--- src/hw/rtl/msts_pkg.sv ---
`timescale 1ns / 1ps
`default_nettype none
// ----------------------------------------------------------------------------
// msts_pkg
// Shared types and constants of the Markov chain transition sampler.
// ----------------------------------------------------------------------------
package msts_pkg;

    localparam int DEF_TIME_SLOTS = 1024;
    localparam int DEF_NUM_STATES = 13;

    localparam int CMD_W         = 2;
    localparam int RND_W         = 16;
    localparam int ESTATE_W      = 4;
    localparam int ESLOT_W       = 2;
    localparam int THR_W         = 16;
    localparam int ENEXT_W       = 4;
    localparam int TSLOT_W       = 10;
    localparam int OSTATE_W      = 4;
    localparam int OSLOT_W       = 10;
    localparam int TALLY_W       = 16;
    localparam int INTERVAL_W    = 10;
    localparam int COUNTER_W     = 20;
    localparam int SLOTS_PER_ROW = 3;

    localparam logic [INTERVAL_W-1:0] INTERVAL_RESET = 10'd100;
    localparam logic [COUNTER_W-1:0]  COUNTER_MAX    = '1;
    localparam logic [TALLY_W-1:0]    TALLY_MAX      = '1;

    typedef enum logic [CMD_W-1:0] {
        CMD_STEP  = 2'd0,
        CMD_LOAD  = 2'd1,
        CMD_START = 2'd2,
        CMD_READ  = 2'd3
    } cmd_t;

    typedef struct packed {
        cmd_t                command;
        logic [RND_W-1:0]    random_value;
        logic [ESTATE_W-1:0] entry_state;
        logic [ESLOT_W-1:0]  entry_slot;
        logic [THR_W-1:0]    entry_threshold;
        logic [ENEXT_W-1:0]  entry_next;
        logic [TSLOT_W-1:0]  tally_slot;
    } in_item_t;

    typedef struct packed {
        logic [OSTATE_W-1:0] chain_state_out;
        logic                sampled;
        logic [OSLOT_W-1:0]  slot_out;
        logic [TALLY_W-1:0]  tally_count;
    } out_item_t;

    // step_counter split into remainder and quotient by the interval
    typedef struct packed {
        logic [INTERVAL_W-1:0] phase;
        logic [COUNTER_W-1:0]  slot;
    } div_result_t;

    typedef struct packed {
        logic busy;
        logic done;
    } div_status_t;

endpackage
`default_nettype wire

--- src/hw/rtl/msts_thr_mem.sv ---
`timescale 1ns / 1ps
`default_nettype none
// ----------------------------------------------------------------------------
// msts_thr_mem
// Threshold table: one row per chain state, three threshold/target entries
// per row, per-entry write enable, registered row read.
// ----------------------------------------------------------------------------
module msts_thr_mem
    import msts_pkg::*;
#(
    parameter  int NUM_STATES = DEF_NUM_STATES,
    localparam int STATE_W    = $clog2(NUM_STATES),
    localparam int ENTRY_W    = THR_W + STATE_W
)
(
    input  wire logic                                  clk,
    input  wire logic                                  we,
    input  wire logic [STATE_W-1:0]                    waddr,
    input  wire logic [ESLOT_W-1:0]                    wslot,
    input  wire logic [ENTRY_W-1:0]                    wdata,
    input  wire logic                                  re,
    input  wire logic [STATE_W-1:0]                    raddr,
    output logic [SLOTS_PER_ROW-1:0][ENTRY_W-1:0]      rdata
);

    logic [SLOTS_PER_ROW-1:0][ENTRY_W-1:0] mem [NUM_STATES];
    logic [SLOTS_PER_ROW-1:0][ENTRY_W-1:0] rdata_reg;

    always_ff @(posedge clk)
    begin
        if (we)
        begin
            mem[waddr][wslot] <= wdata;
        end
        if (re)
        begin
            rdata_reg <= mem[raddr];
        end
    end

    assign rdata = rdata_reg;

endmodule
`default_nettype wire

--- config.mk ---
export PLATFORM = sky130hd
export DESIGN_NAME = msts_thr_mem
export DESIGN_NICKNAME = d
export VERILOG_FILES = /design/src/hw/rtl/msts_pkg.sv /design/src/hw/rtl/msts_thr_mem.sv
export SDC_FILE = /design/constraint.sdc
export NUM_CORES = 1
export LEC_CHECK = 0
export BUFFER_PORTS_ARGS = -buffer_cell sky130_fd_sc_hd__buf_2
export CAP_MARGIN = 10
export CORE_ASPECT_RATIO = 1.75
export CORE_UTILIZATION = 52
export DETAILED_ROUTE_END_ITERATION = 10
export PLACE_DENSITY = 0.68
export SYNTH_ARGS = -nofsm -noshare
export SYNTH_HDL_FRONTEND = slang
export SYNTH_SLANG_ARGS = --single-unit
--- constraint.sdc ---
create_clock -name clk -period 2.8 [get_ports clk]
set_input_delay 0 -clock clk [delete_from_list [all_inputs] [get_ports clk]]
set_output_delay 0 -clock clk [all_outputs]
set_load 0.05 [all_outputs]
---- After elaboration in Yosys (flattened, before gate mapping) ----
Memories as Yosys holds them, arrays and structs flattened. A register that Yosys moved wholly into a read port is not among the register bits.
Index checks and enable logic that the tools add are counted.
storage, ports and cells
  logic and storage cells ................. 8
  bits of input ports ..................... 33
  output and inout bits ................... 60
  memories ................................ 1
  bits in writable memories ............... 780
  register bits after elaboration ......... 0
cells by class
  mux-type cells .......................... 4
  reductions and logical operators ........ 1
  magnitude comparators ................... 2
memories
  name  words  width  rd ports  clocked after memory_dff  wr ports  RTL line            text
  mem   13     60     1         1                         1         msts_thr_mem.sv:26  logic [SLOTS_PER_ROW-1:0][ENTRY_W-1:0] mem [NUM_STATES];
operator list
  cell                count
  $mux 60             1
  $demux 20 s2        1
  $mux 20             1
  $lt 2x3->1 const B  1
  $ge 2x1->1 const B  1
  $logic_and 1x1->1   1
  $mux 1              1

---- Logic depth before layout (Yosys ltp) ----
  word-level depth ........................ 5
  gate-level depth with buffers ........... 7
  gate-level depth less buffers ........... 3

---- Least setup slack after synthesis ----
OpenSTA, ideal clock, no wires.
  kind .................................... input -> register
  start point ............................. input port wslot[1]
  end point ............................... memory mem[11][0] (netlist bit) (enable)
  path buffers ............................ 1
  setup time .............................. 397 ps
  stages .................................. 3
  path slack .............................. 801 ps
  data arrival time ....................... 1603 ps
  data required time ...................... 2403 ps
  path through ............................ or3b_2 -> clkbuf_1 -> nor2_1
on the way
  longest elaborated chain between the ends .. 5
  elaborated cells on any way between the ends .. 6
  classes of those cells .................. order compare: 2; mux: 3; reduce/logical: 1
ends and longest elaborated chain
  item                                                                   RTL line            text
  start, declared                                                        msts_thr_mem.sv:19  input wire logic [ESLOT_W-1:0] wslot,
  $lt 2x3->1 (implied by the code) / $ge 2x1->1 (equally long branches)  msts_thr_mem.sv:33  mem[waddr][wslot] <= wdata;
  $logic_and 1x1->1 (implied by the code)                                msts_thr_mem.sv:33
  $mux 20 (implied by the code)                                          msts_thr_mem.sv:33
  $demux 20 s2 (*)                                                       msts_thr_mem.sv:33
  $mux 60 (implied by the code) (*)                                      msts_thr_mem.sv:33
  end, declared                                                          msts_thr_mem.sv:26
Mark *: on every way between the ends. The rest lies on a longest branch, timed or not.

==> summary.md <==
| Metric | Value |
|---|---|
| Outcome | `finished clean` |
| Synth Area in Compound Gates | `2.17%` |
| Vias/cell | `6.16` |
| Pins Over Slew Limit | `0` |
| CTS tree | `yes` |
| Simple-gate area share of the yosys netlist | `0.902%` |
| XOR/XNOR Fraction of Synth Area | `0%` |
| Setup_tns | `0 ns` |
| Power per Cell Area | `716 nW/µm²` |
| Initial DRC Count | `1,438` |
| Startpoint Class | `input pin` |
| Post-CTS setup buffer count | `0` |
| Min-delay worst type | `in -> reg` |
| Flip-flop count of the largest register after layout | `780` |
| Clock H-tree levels | `3` |
| Layout filler cell count | `4,068` |
| Design Power | `25,300 µW` |
| Peak VDD IR | `0.576 mV` |
| WP data required | `3.23 ns` |
| Area growth, synth to finish | `13.3%` |
| # setup viols final | `0` |
| Final worst path period need | `1.83 ns` |
| Crit. Startpoint | `raddr[2]` |
| Initial antenna violation count | `2` |
| Drt pass-1 iters | `5` |
| Finished layout cell area | `35,400 µm²` |
| R2r startpoint | `mem[4][26]` |
| Vias in the first global route | `15,100` |
| Warnings from Yosys | `0` |
| CP arrival | `2.26 ns` |
| Final WL | `69,700 µm` |
| Fin. Hold Viols | `0` |
| Fin crit share | `65.3%` |
| FMAX | `0.547 GHz` |
| Die outline height | `326 µm` |
| Largest net degree at the start of global routing | `43` |
| Post-placement worst setup slack | `0.578 ns` |
| Syn Inst Count | `1,335` |
| Commonest non-fill, non-tap cell in the layout | `edfxtp_1` |
| Worst-path clk slew | `0.07 ns` |
| Max-slew headroom | `38.5%` |
| Syn Nets | `1,368` |
| Max-cap violations | `0` |
| Via count | `14,400` |
| Worst-Skew Late Latency | `0.60 ns` |
| First-pass GRT wire length | `102,000 µm` |
| Unrepaired setup endpoints after global routing | `no` |
| DRT antenna net count | `0` |
| Routability cong. | `0.810` |
| Placed Instance Area | `33,000 µm²` |
| IO buf count | `92` |
| DRC Markers | `0` |
| CTS Buffer Depth | `3` |
| Worst hold start | `wdata[2]` |
| Layout cells sized above 1 | `31.4%` |
| GR Overflow Total | `0` |
| Chip width | `187 µm` |
| Number of synthesized register bits | `840` |
| Adder-cell share of the synthesized area | `0%` |
| GRT Total Usage | `23.6%` |
| Sequential area share after synthesis | `80.9%` |
| Hold Buf Count CTS | `4` |
| Post-synthesis mux area share | `14.9%` |
| Core Box Area | `59,200 µm²` |
| Die Area | `61,000 µm²` |
| Starting density of the core | `52.7%` |
| Post-CTS Resized | `0` |
| Post-DP HPWL | `39,100 µm` |
| Synth unique cells | `18` |
| Root Buffer | `clkbuf_16` |
| Worst Path Max Fanout | `28` |
| Average wire per standard cell | `29.9 µm` |
| NumNets Final | `1,537` |
| Setup Skew | `0.0269 ns` |
| Crit path kind | `in -> reg` |
| Final setup margin | `0.970 ns` |
| TritonCTS Sinks | `840` |
| Setup crit end kind | `flop` |
| Commonest non-fill, non-tap cells in the layout | `840 x edfxtp_1, 180 x mux4_2, 89 x buf_2` |
| Site Rows | `118` |
| CTS Buf Count | `72` |
| Synthesized cell area | `31,200 µm²` |
| Syn_area_per_cell | `23.4 µm²` |
| Worst slew pin tran | `0.920 ns` |
| I/O Pins | `93` |
| Leak | `0.0112 µW` |
| Combinational family with the most area after synthesis | `multiplexers` |
synthesized netlist by cell type:
library cell / instances / area [µm²]
nand2b_1: 2 / 12.5
clkbuf_1: 21 / 78.8
nand3b_1: 2 / 15.0
mux2i_1: 60 / 601
buf_2: 40 / 200
o22ai_1: 60 / 375
nor2_1: 41 / 154
nand3_1: 4 / 20.0
or2_2: 2 / 12.5
or3b_2: 1 / 8.76
nor2b_1: 4 / 25.0
buf_4: 1 / 7.51
nand2_1: 9 / 33.8
mux4_2: 180 / 4050
a21oi_1: 60 / 300
buf_1: 2 / 7.51
edfxtp_1: 840 / 25200
buf_6: 6 / 67.6
stage by stage:
stage / util, % / instances / hold slack [ns]
floorplan: - / 1335 / 0.0989
global placement: 55.7 / 2206 / 0.491
detailed placement: 55.7 / 2206 / 0.487
CTS: 59.7 / 2334 / 0.00929
global route: 59.7 / 2334 / 0.0377
finish: 59.7 / 2335 / 0.0272
routing by layer:
| metal | GRT usage (%) | share of wire [%] | vias to the layer above |
|---|---|---|---|
| li1 | - | - | 5982 |
| met1 | 30.2 | 37 | 7664 |
| met2 | 41.2 | 53 | 622 |
| met3 | 3.20 | 6.5 | 123 |
| met4 | 9.14 | 3.1 | 4 |
| met5 | 0 | 0.039 | - |
critical path: stages:
cell and delay, ns:
dlygate4sd3_1 0.52, buf_2 0.20, buf_4 0.44, nand2b_1 0.19
buf_4 0.36, o22ai_1 0.28, a21oi_1 0.23
path summary, 6_finish.rpt:
path                end  slack (ns)  cells after the start
max           rdata[33]        0.97                      7
max reg2reg   rdata[26]        1.11                      3
min reg2reg    rdata[7]        0.63                      2
min          mem[8][22]        0.03                      1
cell type report:
| cell class | count | area [µm²] | share of cell area (%) |
|---|---|---|---|
| Sequential cell | 840 | 25200 | 71.3 |
| Multi-Input combinational cell | 425 | 5710 | 16.1 |
| Clock buffer | 86 | 1920 | 5.43 |
| Timing Repair Buffer | 165 | 1130 | 3.20 |
| Tap cell | 780 | 976 | 2.76 |
| Clock inverter | 38 | 393 | 1.11 |
| Antenna cell | 1 | 2.50 | 0.00708 |
cells by family (layout without fill, tap and decap cells):
| family | count (synthesis) | after routing |
|---|---|---|
| flip-flops | 840 | 840 |
| multiplexers | 240 | 240 |
| AO/OA/AOI/OAI | 120 | 120 |
| buffers and inverters | 70 | 289 |
| AND/OR/NAND/NOR | 65 | 65 |
| other | 0 | 1 |
power breakdown:
| part | switching [µW] | internal, µW | leakage [µW] |
|---|---|---|---|
| combinational | 942 | 438 | 0.00250 |
| sequential | 49.6 | 14000 | 0.00759 |
| clock | 4330 | 5560 | 0.00112 |
| total | 5320 | 20000 | 0.0112 |
Note: power is estimated with default switching activity, not from simulation.
