`config.mk`:
```
export PLATFORM = sky130hd
export DESIGN_NAME = msts_interval_div
export DESIGN_NICKNAME = d
export VERILOG_FILES = /design/src/hw/rtl/msts_pkg.sv /design/src/hw/rtl/msts_interval_div.sv
export SDC_FILE = /design/constraint.sdc
export NUM_CORES = 1
export LEC_CHECK = 0
export ABC_AREA = 1
export BUFFER_PORTS_ARGS = -buffer_cell sky130_fd_sc_hd__buf_4
export CELL_PAD_IN_SITES_DETAIL_PLACEMENT = 1
export CELL_PAD_IN_SITES_GLOBAL_PLACEMENT = 2
export CORE_UTILIZATION = 31
export DETAILED_ROUTE_END_ITERATION = 16
export PLACE_DENSITY_LB_ADDON = 0.08
export SLEW_MARGIN = 20
export SYNTH_ARGS = -nofsm -noshare
export SYNTH_HDL_FRONTEND = slang
export SYNTH_SLANG_ARGS = --single-unit
export TNS_END_PERCENT = 50
```
`constraint.sdc`:
```
create_clock -name clk -period 2.05 [get_ports clk]
set_input_delay 0 -clock clk [delete_from_list [all_inputs] [get_ports clk]]
set_output_delay 0 -clock clk [all_outputs]
set_load 0.02 [all_outputs]
```
`src/hw/rtl/msts_pkg.sv`:
```
`timescale 1ns / 1ps
`default_nettype none
// ----------------------------------------------------------------------------
// msts_pkg
// Shared types and constants of the Markov chain transition sampler.
// ----------------------------------------------------------------------------
package msts_pkg;

    localparam int DEF_TIME_SLOTS = 1024;
    localparam int DEF_NUM_STATES = 13;

    localparam int CMD_W         = 2;
    localparam int RND_W         = 16;
    localparam int ESTATE_W      = 4;
    localparam int ESLOT_W       = 2;
    localparam int THR_W         = 16;
    localparam int ENEXT_W       = 4;
    localparam int TSLOT_W       = 10;
    localparam int OSTATE_W      = 4;
    localparam int OSLOT_W       = 10;
    localparam int TALLY_W       = 16;
    localparam int INTERVAL_W    = 10;
    localparam int COUNTER_W     = 20;
    localparam int SLOTS_PER_ROW = 3;

    localparam logic [INTERVAL_W-1:0] INTERVAL_RESET = 10'd100;
    localparam logic [COUNTER_W-1:0]  COUNTER_MAX    = '1;
    localparam logic [TALLY_W-1:0]    TALLY_MAX      = '1;

    typedef enum logic [CMD_W-1:0] {
        CMD_STEP  = 2'd0,
        CMD_LOAD  = 2'd1,
        CMD_START = 2'd2,
        CMD_READ  = 2'd3
    } cmd_t;

    typedef struct packed {
        cmd_t                command;
        logic [RND_W-1:0]    random_value;
        logic [ESTATE_W-1:0] entry_state;
        logic [ESLOT_W-1:0]  entry_slot;
        logic [THR_W-1:0]    entry_threshold;
        logic [ENEXT_W-1:0]  entry_next;
        logic [TSLOT_W-1:0]  tally_slot;
    } in_item_t;

    typedef struct packed {
        logic [OSTATE_W-1:0] chain_state_out;
        logic                sampled;
        logic [OSLOT_W-1:0]  slot_out;
        logic [TALLY_W-1:0]  tally_count;
    } out_item_t;

    // step_counter split into remainder and quotient by the interval
    typedef struct packed {
        logic [INTERVAL_W-1:0] phase;
        logic [COUNTER_W-1:0]  slot;
    } div_result_t;

    typedef struct packed {
        logic busy;
        logic done;
    } div_status_t;

endpackage
`default_nettype wire

```
`src/hw/rtl/msts_interval_div.sv`:
```
`timescale 1ns / 1ps
`default_nettype none
// ----------------------------------------------------------------------------
// msts_interval_div
// Restoring divider, one quotient bit per cycle: splits the step count into
// slot (quotient) and phase (remainder) after an interval change.
// ----------------------------------------------------------------------------
module msts_interval_div
    import msts_pkg::*;
(
    input  wire logic                  clk,
    input  wire logic                  rst_n,
    input  wire logic                  start,
    input  wire logic [COUNTER_W-1:0]  dividend,
    input  wire logic [INTERVAL_W-1:0] divisor,
    output div_status_t                status,
    output div_result_t                result
);

    localparam int ITER_W = $clog2(COUNTER_W);
    localparam logic [ITER_W-1:0] ITER_LAST = ITER_W'(COUNTER_W - 1);

    logic                  busy_reg;
    logic                  done_reg;
    logic [ITER_W-1:0]     cnt_reg;
    logic [INTERVAL_W-1:0] rem_reg;
    logic [COUNTER_W-1:0]  quo_reg;
    logic [INTERVAL_W-1:0] dvs_reg;

    logic [INTERVAL_W:0]   shifted;
    logic [INTERVAL_W:0]   diff;
    logic                  ge;
    logic [INTERVAL_W-1:0] rem_next;

    always_comb
    begin
        shifted  = {rem_reg, quo_reg[COUNTER_W-1]};
        diff     = shifted - {1'b0, dvs_reg};
        ge       = (shifted >= {1'b0, dvs_reg});
        rem_next = ge ? diff[INTERVAL_W-1:0] : shifted[INTERVAL_W-1:0];
    end

    always_ff @(posedge clk or negedge rst_n)
    begin
        if (!rst_n)
        begin
            busy_reg <= 1'b0;
            done_reg <= 1'b0;
            cnt_reg  <= '0;
        end
        else
        begin
            done_reg <= 1'b0;
            if (start)
            begin
                busy_reg <= 1'b1;
                cnt_reg  <= '0;
            end
            else if (busy_reg)
            begin
                cnt_reg <= cnt_reg + 1'b1;
                if (cnt_reg == ITER_LAST)
                begin
                    busy_reg <= 1'b0;
                    done_reg <= 1'b1;
                end
            end
        end
    end

    always_ff @(posedge clk)
    begin
        if (start)
        begin
            rem_reg <= '0;
            quo_reg <= dividend;
            dvs_reg <= divisor;
        end
        else if (busy_reg)
        begin
            rem_reg <= rem_next;
            quo_reg <= {quo_reg[COUNTER_W-2:0], ge};
        end
    end

    assign status.busy   = busy_reg;
    assign status.done   = done_reg;
    assign result.phase  = rem_reg;
    assign result.slot   = quo_reg;

endmodule
`default_nettype wire

```
# Word-level counts from Yosys, hierarchy flattened
# Cells that the tools add are included.
# word_totals
ff_bits	47
input_bits	33
out_inout_bits	32
wordCells	22
# classes
n_addsub	2
n_lt_le_gt_ge	1
n_eq_ne	1
mux	11
n_reduce_logical	1
# op_table
cell	n
two-way mux 20 bit	2
>= comparator 11 x 10 -> 1 bit	1
two-way mux 10 bit	1
two-way mux 5 bit	2
subtractor 10 bit	1
two-way mux 1 bit	6
adder 5 x 1 -> 5 bit (second input constant)	1
== test 5 bit (second input constant)	1
nonzero test 2 bit	1

# Logic depth before layout (Yosys ltp)
# depth
depth_word	4
depth_mapped	13
depth_no_buf	13

# Worst setup path before layout
# OpenSTA, ideal clock, no wires.
# synth_timing
path_type	register -> register
start	reg quo_reg[19]
end	reg rem_reg[8]
setup_time_ps	113
arrival_time_ps	1687
t_required_ps	1937
slack_ps	250
path_stages_with_launch	13
path_buffers	0
synth_period_minus_slack_ps	1800
path_cell_list	edfxtp_1 inv_1 ha_1 inv_1 fa_1 nand2_1 nand2_1 nand2_1 nand3b_1 nand2_1 nand2_1 nand3_1 nand2_1
# synth_via
elab_chain_len	2
word_cells_on_any_way	3
classes_between	add/sub: 1; order compare: 1; mux: 1
# synth_rtl
item	line	source
from (decl)	msts_interval_div.sv:27	logic [COUNTER_W-1:0] quo_reg;
from (signal assigned)	msts_interval_div.sv:76	quo_reg <= dividend;
from (signal assigned)	msts_interval_div.sv:82	quo_reg <= {quo_reg[COUNTER_W-2:0], ge};
subtractor 10 bit / >= comparator 11 x 10 -> 1 bit (equally long branches)	msts_interval_div.sv:38, msts_interval_div.sv:39	
two-way mux 10 bit (*)	msts_interval_div.sv:40	rem_next = ge ? diff[INTERVAL_W-1:0] : shifted[INTERVAL_W-1:0];
to (signal assigned)	msts_interval_div.sv:81	rem_reg <= rem_next;
to (decl)	msts_interval_div.sv:26	logic [INTERVAL_W-1:0] rem_reg;
# Every way passes the cells marked *; elsewhere a longest branch is shown, timed or not.
# A chain may end at the register's enable or synchronous reset.

# Worst setup path in the final report
# Ends and elaborated chain as after synthesis.

==> reports/metrics.csv <==
stage;metric;value;unit
cells_and_area;# diodes;0;
synthesis;top cell type by total area after synthesis;edfxtp_1;
cells_and_area;most common cell after layout, fill and taps aside;nand2_1;
clock_network;H-tree depth;2;
cells_and_area;number of fill cells;982;
setup_path;WP data required;2.27;ns
clock_network;Clock Path Buffers;2;
timing;final setup violation count;0;
cells_and_area;Layout Cells excl Fill;527;
route;Via Count;2436;
global_routing;first-pass GRT wire length;12.56;mm
clock_network;clk root buf;clkbuf_8;
clock_network;Sink Count;47;
floorplan;die width;94.31;um
placement;IO buf count;64;
synthesis;Synth Instances;321;
worst_hold_path;Hold Crit Class;in -> async;
floorplan;Core Region;0.008217;sq mm
power_and_ir_drop;total power;4.046;mW
route;DR DRC count;0;
power_and_ir_drop;Clk pwr share;16.8;%
placement;Inst Count DP;488;
timing;actual slew at the worst max-slew pin;0.7812;ns
clock_network;clock latency on the worst-skew pair;0.31;ns
cells_and_area;Area Growth Syn to Fin;39.51;%
global_routing;initial antenna violation count;0;
timing;Final Hold Fails;0;
timing;Fin Clk Skew;0.01202;ns
timing;Max Slew Vio Count;0;
timing;maximum clock rate;544.2;MHz
cells_and_area;max FFs per register;20;
floorplan;Initial Util;32.15;%
power_and_ir_drop;Reg power frac;32.2;%
cells_and_area;NumNets Final;466;
synthesis;Yosys cell types;33;
route;Via density;4.622;
global_routing;largest net degree at the start of global routing;29;
cells_and_area;layout cells sized above 1;24.17;%
synthesis;ranking of synthesized cells by area;edfxtp_1, nand2_1, dfxtp_1;
route;DR WL/cell;14.33;um
synthesis;Mean Syn Cell Area;8.228;sq um
setup_path;CP Max Fanout;4;
floorplan;Die H;94.31;um
cells_and_area;Sequential Area;0.001276;sq mm
power_and_ir_drop;leakage;1.881;nW
global_routing;total track usage;18.56;%
timing;Sum Neg Setup Slack;0;ns
route;antenna viol nets, final;0;
cells_and_area;multi-input logic area;0.001119;sq mm
route;WL final;7.551;mm
status;status;finished, final reports clean;
cells_and_area;Final Util;44.85;%
setup_path;Critical Path AT;2.05;ns
power_and_ir_drop;PwrDens;1098;mW/mm^2
job;max cap viols;0;
route;Iteration-0 DRC Markers;51;
timing;fin crit period;1.837;ns
clock_network;Clock Pin Slew Worst Setup and Hold Paths;0.10;ns
synthesis;Syn Nets;366;
clock_network;CTS tree;done;
timing;Slew headroom;47.86;%
placement;dpl hpwl;5.434;mm
clock_network;Num CTS Buffers;5;
power_and_ir_drop;Sw Share;41.70;%
global_routing;Overflow after GRT;0;
floorplan;Site Rows;33;
power_and_ir_drop;Net Switching;1.687;mW
power_and_ir_drop;design internal power;2.358;mW
route;drt pass-1 iters;4;
global_routing;vias in the first global route;2638;
setup_path;Worst setup EP type;flop;
synthesis;Yosys reg bits;47;
floorplan;I/O pins;65;
synthesis;register area share after synthesis;48.32;%
placement;global placer's final weighted congestion;0.7861;
synthesis;Mapped Area;0.002641;sq mm
synthesis;Yosys warnings;0;
power_and_ir_drop;Comb pwr share;51.0;%
synthesis;post-synth top area share;34.11;%
floorplan;die area;0.008893;sq mm
cells_and_area;commonest cells after routing, fill and taps aside;nand2_1, buf_4, inv_1;
setup_path;Crit Path Category;reg -> reg;
power_and_ir_drop;VDD IR-drop max;0.0003552;V
timing;RSZ-0062 raised after global routing;no;
setup_path;Setup crit start kind;flop;
timing;Final Cycle Share;89.63;%
[area by class of cell]
class                           instances  share of cell area [%]
Sequential cell                        47                   34.63
Multi-Input combinational cell        215                   30.36
Timing Repair Buffer                  103                   23.43
Inverter                               49                   4.992
Tap cell                              105                   3.565
Clock buffer                            6                   2.547
Clock inverter                          2                  0.4754
[per-stage QoR]
stage	setup WS [ns]	hold WS, ns	area, sq um
after global routing	0.01828	0.01407	3685
after detailed placement	0.1176	-0.1804	3256
after floorplan	0.2500	-0.2956	2641
final	0.2126	0.01786	3685
after global placement	0.1231	-0.1790	3256
after CTS	0.1011	0.009080	3677
[power groups by stage]
stage | logic (mW) | clock network (mW) | registers [mW]
detailed placement | 2.03 | 0 | 1.33
global placement | 2.02 | 0 | 1.32
floorplan | 1.20 | 0 | 1.47
CTS | 2.08 | 0.701 | 1.31
global route | 2.32 | 0.728 | 1.33
finish | 2.06 | 0.680 | 1.30
[cells in the mapped netlist, drive strengths merged]
master and number:
nand4 4, buf 4, dfrtp 7, or2 1, inv 49, nor2 13, clkbuf 6, nand3b 3
a21oi 6, nor3b 1, nand2 130, nor4 1, nor3 6, a31oi 2, o21ai 8, ha 11
fa 1, xor2 1, xnor2 2, edfxtp 30, nand3 25, dfxtp 10
[worst paths after layout]
kind,slack (ns),cells after the start,end,startpoint
worst max register to register,0.21,12,rem_reg[8],quo_reg[19]
worst max-delay path,0.21,12,rem_reg[8],quo_reg[19]
min in group clk,0.05,3,quo_reg[0],dividend[0]
worst min-delay path,0.02,2,cnt_reg[2],rst_n
max in group asynchronous,1.91,2,done_reg,rst_n
worst min register to register,0.51,2,rem_reg[7],rem_reg[7]
[metal layers]
layer | vias up | wire length (um) | global-route usage, %
li1 | 1211 | - | -
met1 | 1172 | 3282 | 22.01
met2 | 47 | 3939 | 34.00
met3 | 6 | 250 | 3.155
met4 | 0 | 78 | 5.385
met5 | - | 0 | 0
[logic make-up (layout without fill, tap and decap cells)]
kind of cell | Yosys count | after routing | share of synthesized area, %
flip-flops | 47 | 47 | 48.32
AO/OA/AOI/OAI | 16 | 16 | 3.410
buffers and inverters | 59 | 160 | 9.616
AND/OR/NAND/NOR | 184 | 184 | 31.69
adder cells (fa/ha/maj) | 12 | 12 | 5.969
XOR/XNOR | 3 | 3 | 0.9950
[what timing repair did]
item	4_1_cts	5_1_grt
endpoints found under the hold margin	41	0
hold buffers	31	0
gates resized for setup	0	2
setup buffers	0	0
endpoints found under the setup margin	0	2
[worst max-delay path, cell delays in order (launching register included)]
cell      delay, ns
edfxtp_1       0.40
inv_1          0.11
ha_1           0.15
inv_1          0.08
fa_2           0.38
nand2_1        0.09
nand2_1        0.10
nand2_1        0.11
nand3b_1       0.08
nand2_1        0.08
nand2_1        0.05
nand3_1        0.08
nand2_1        0.05
(Power assumes the default switching activity.)
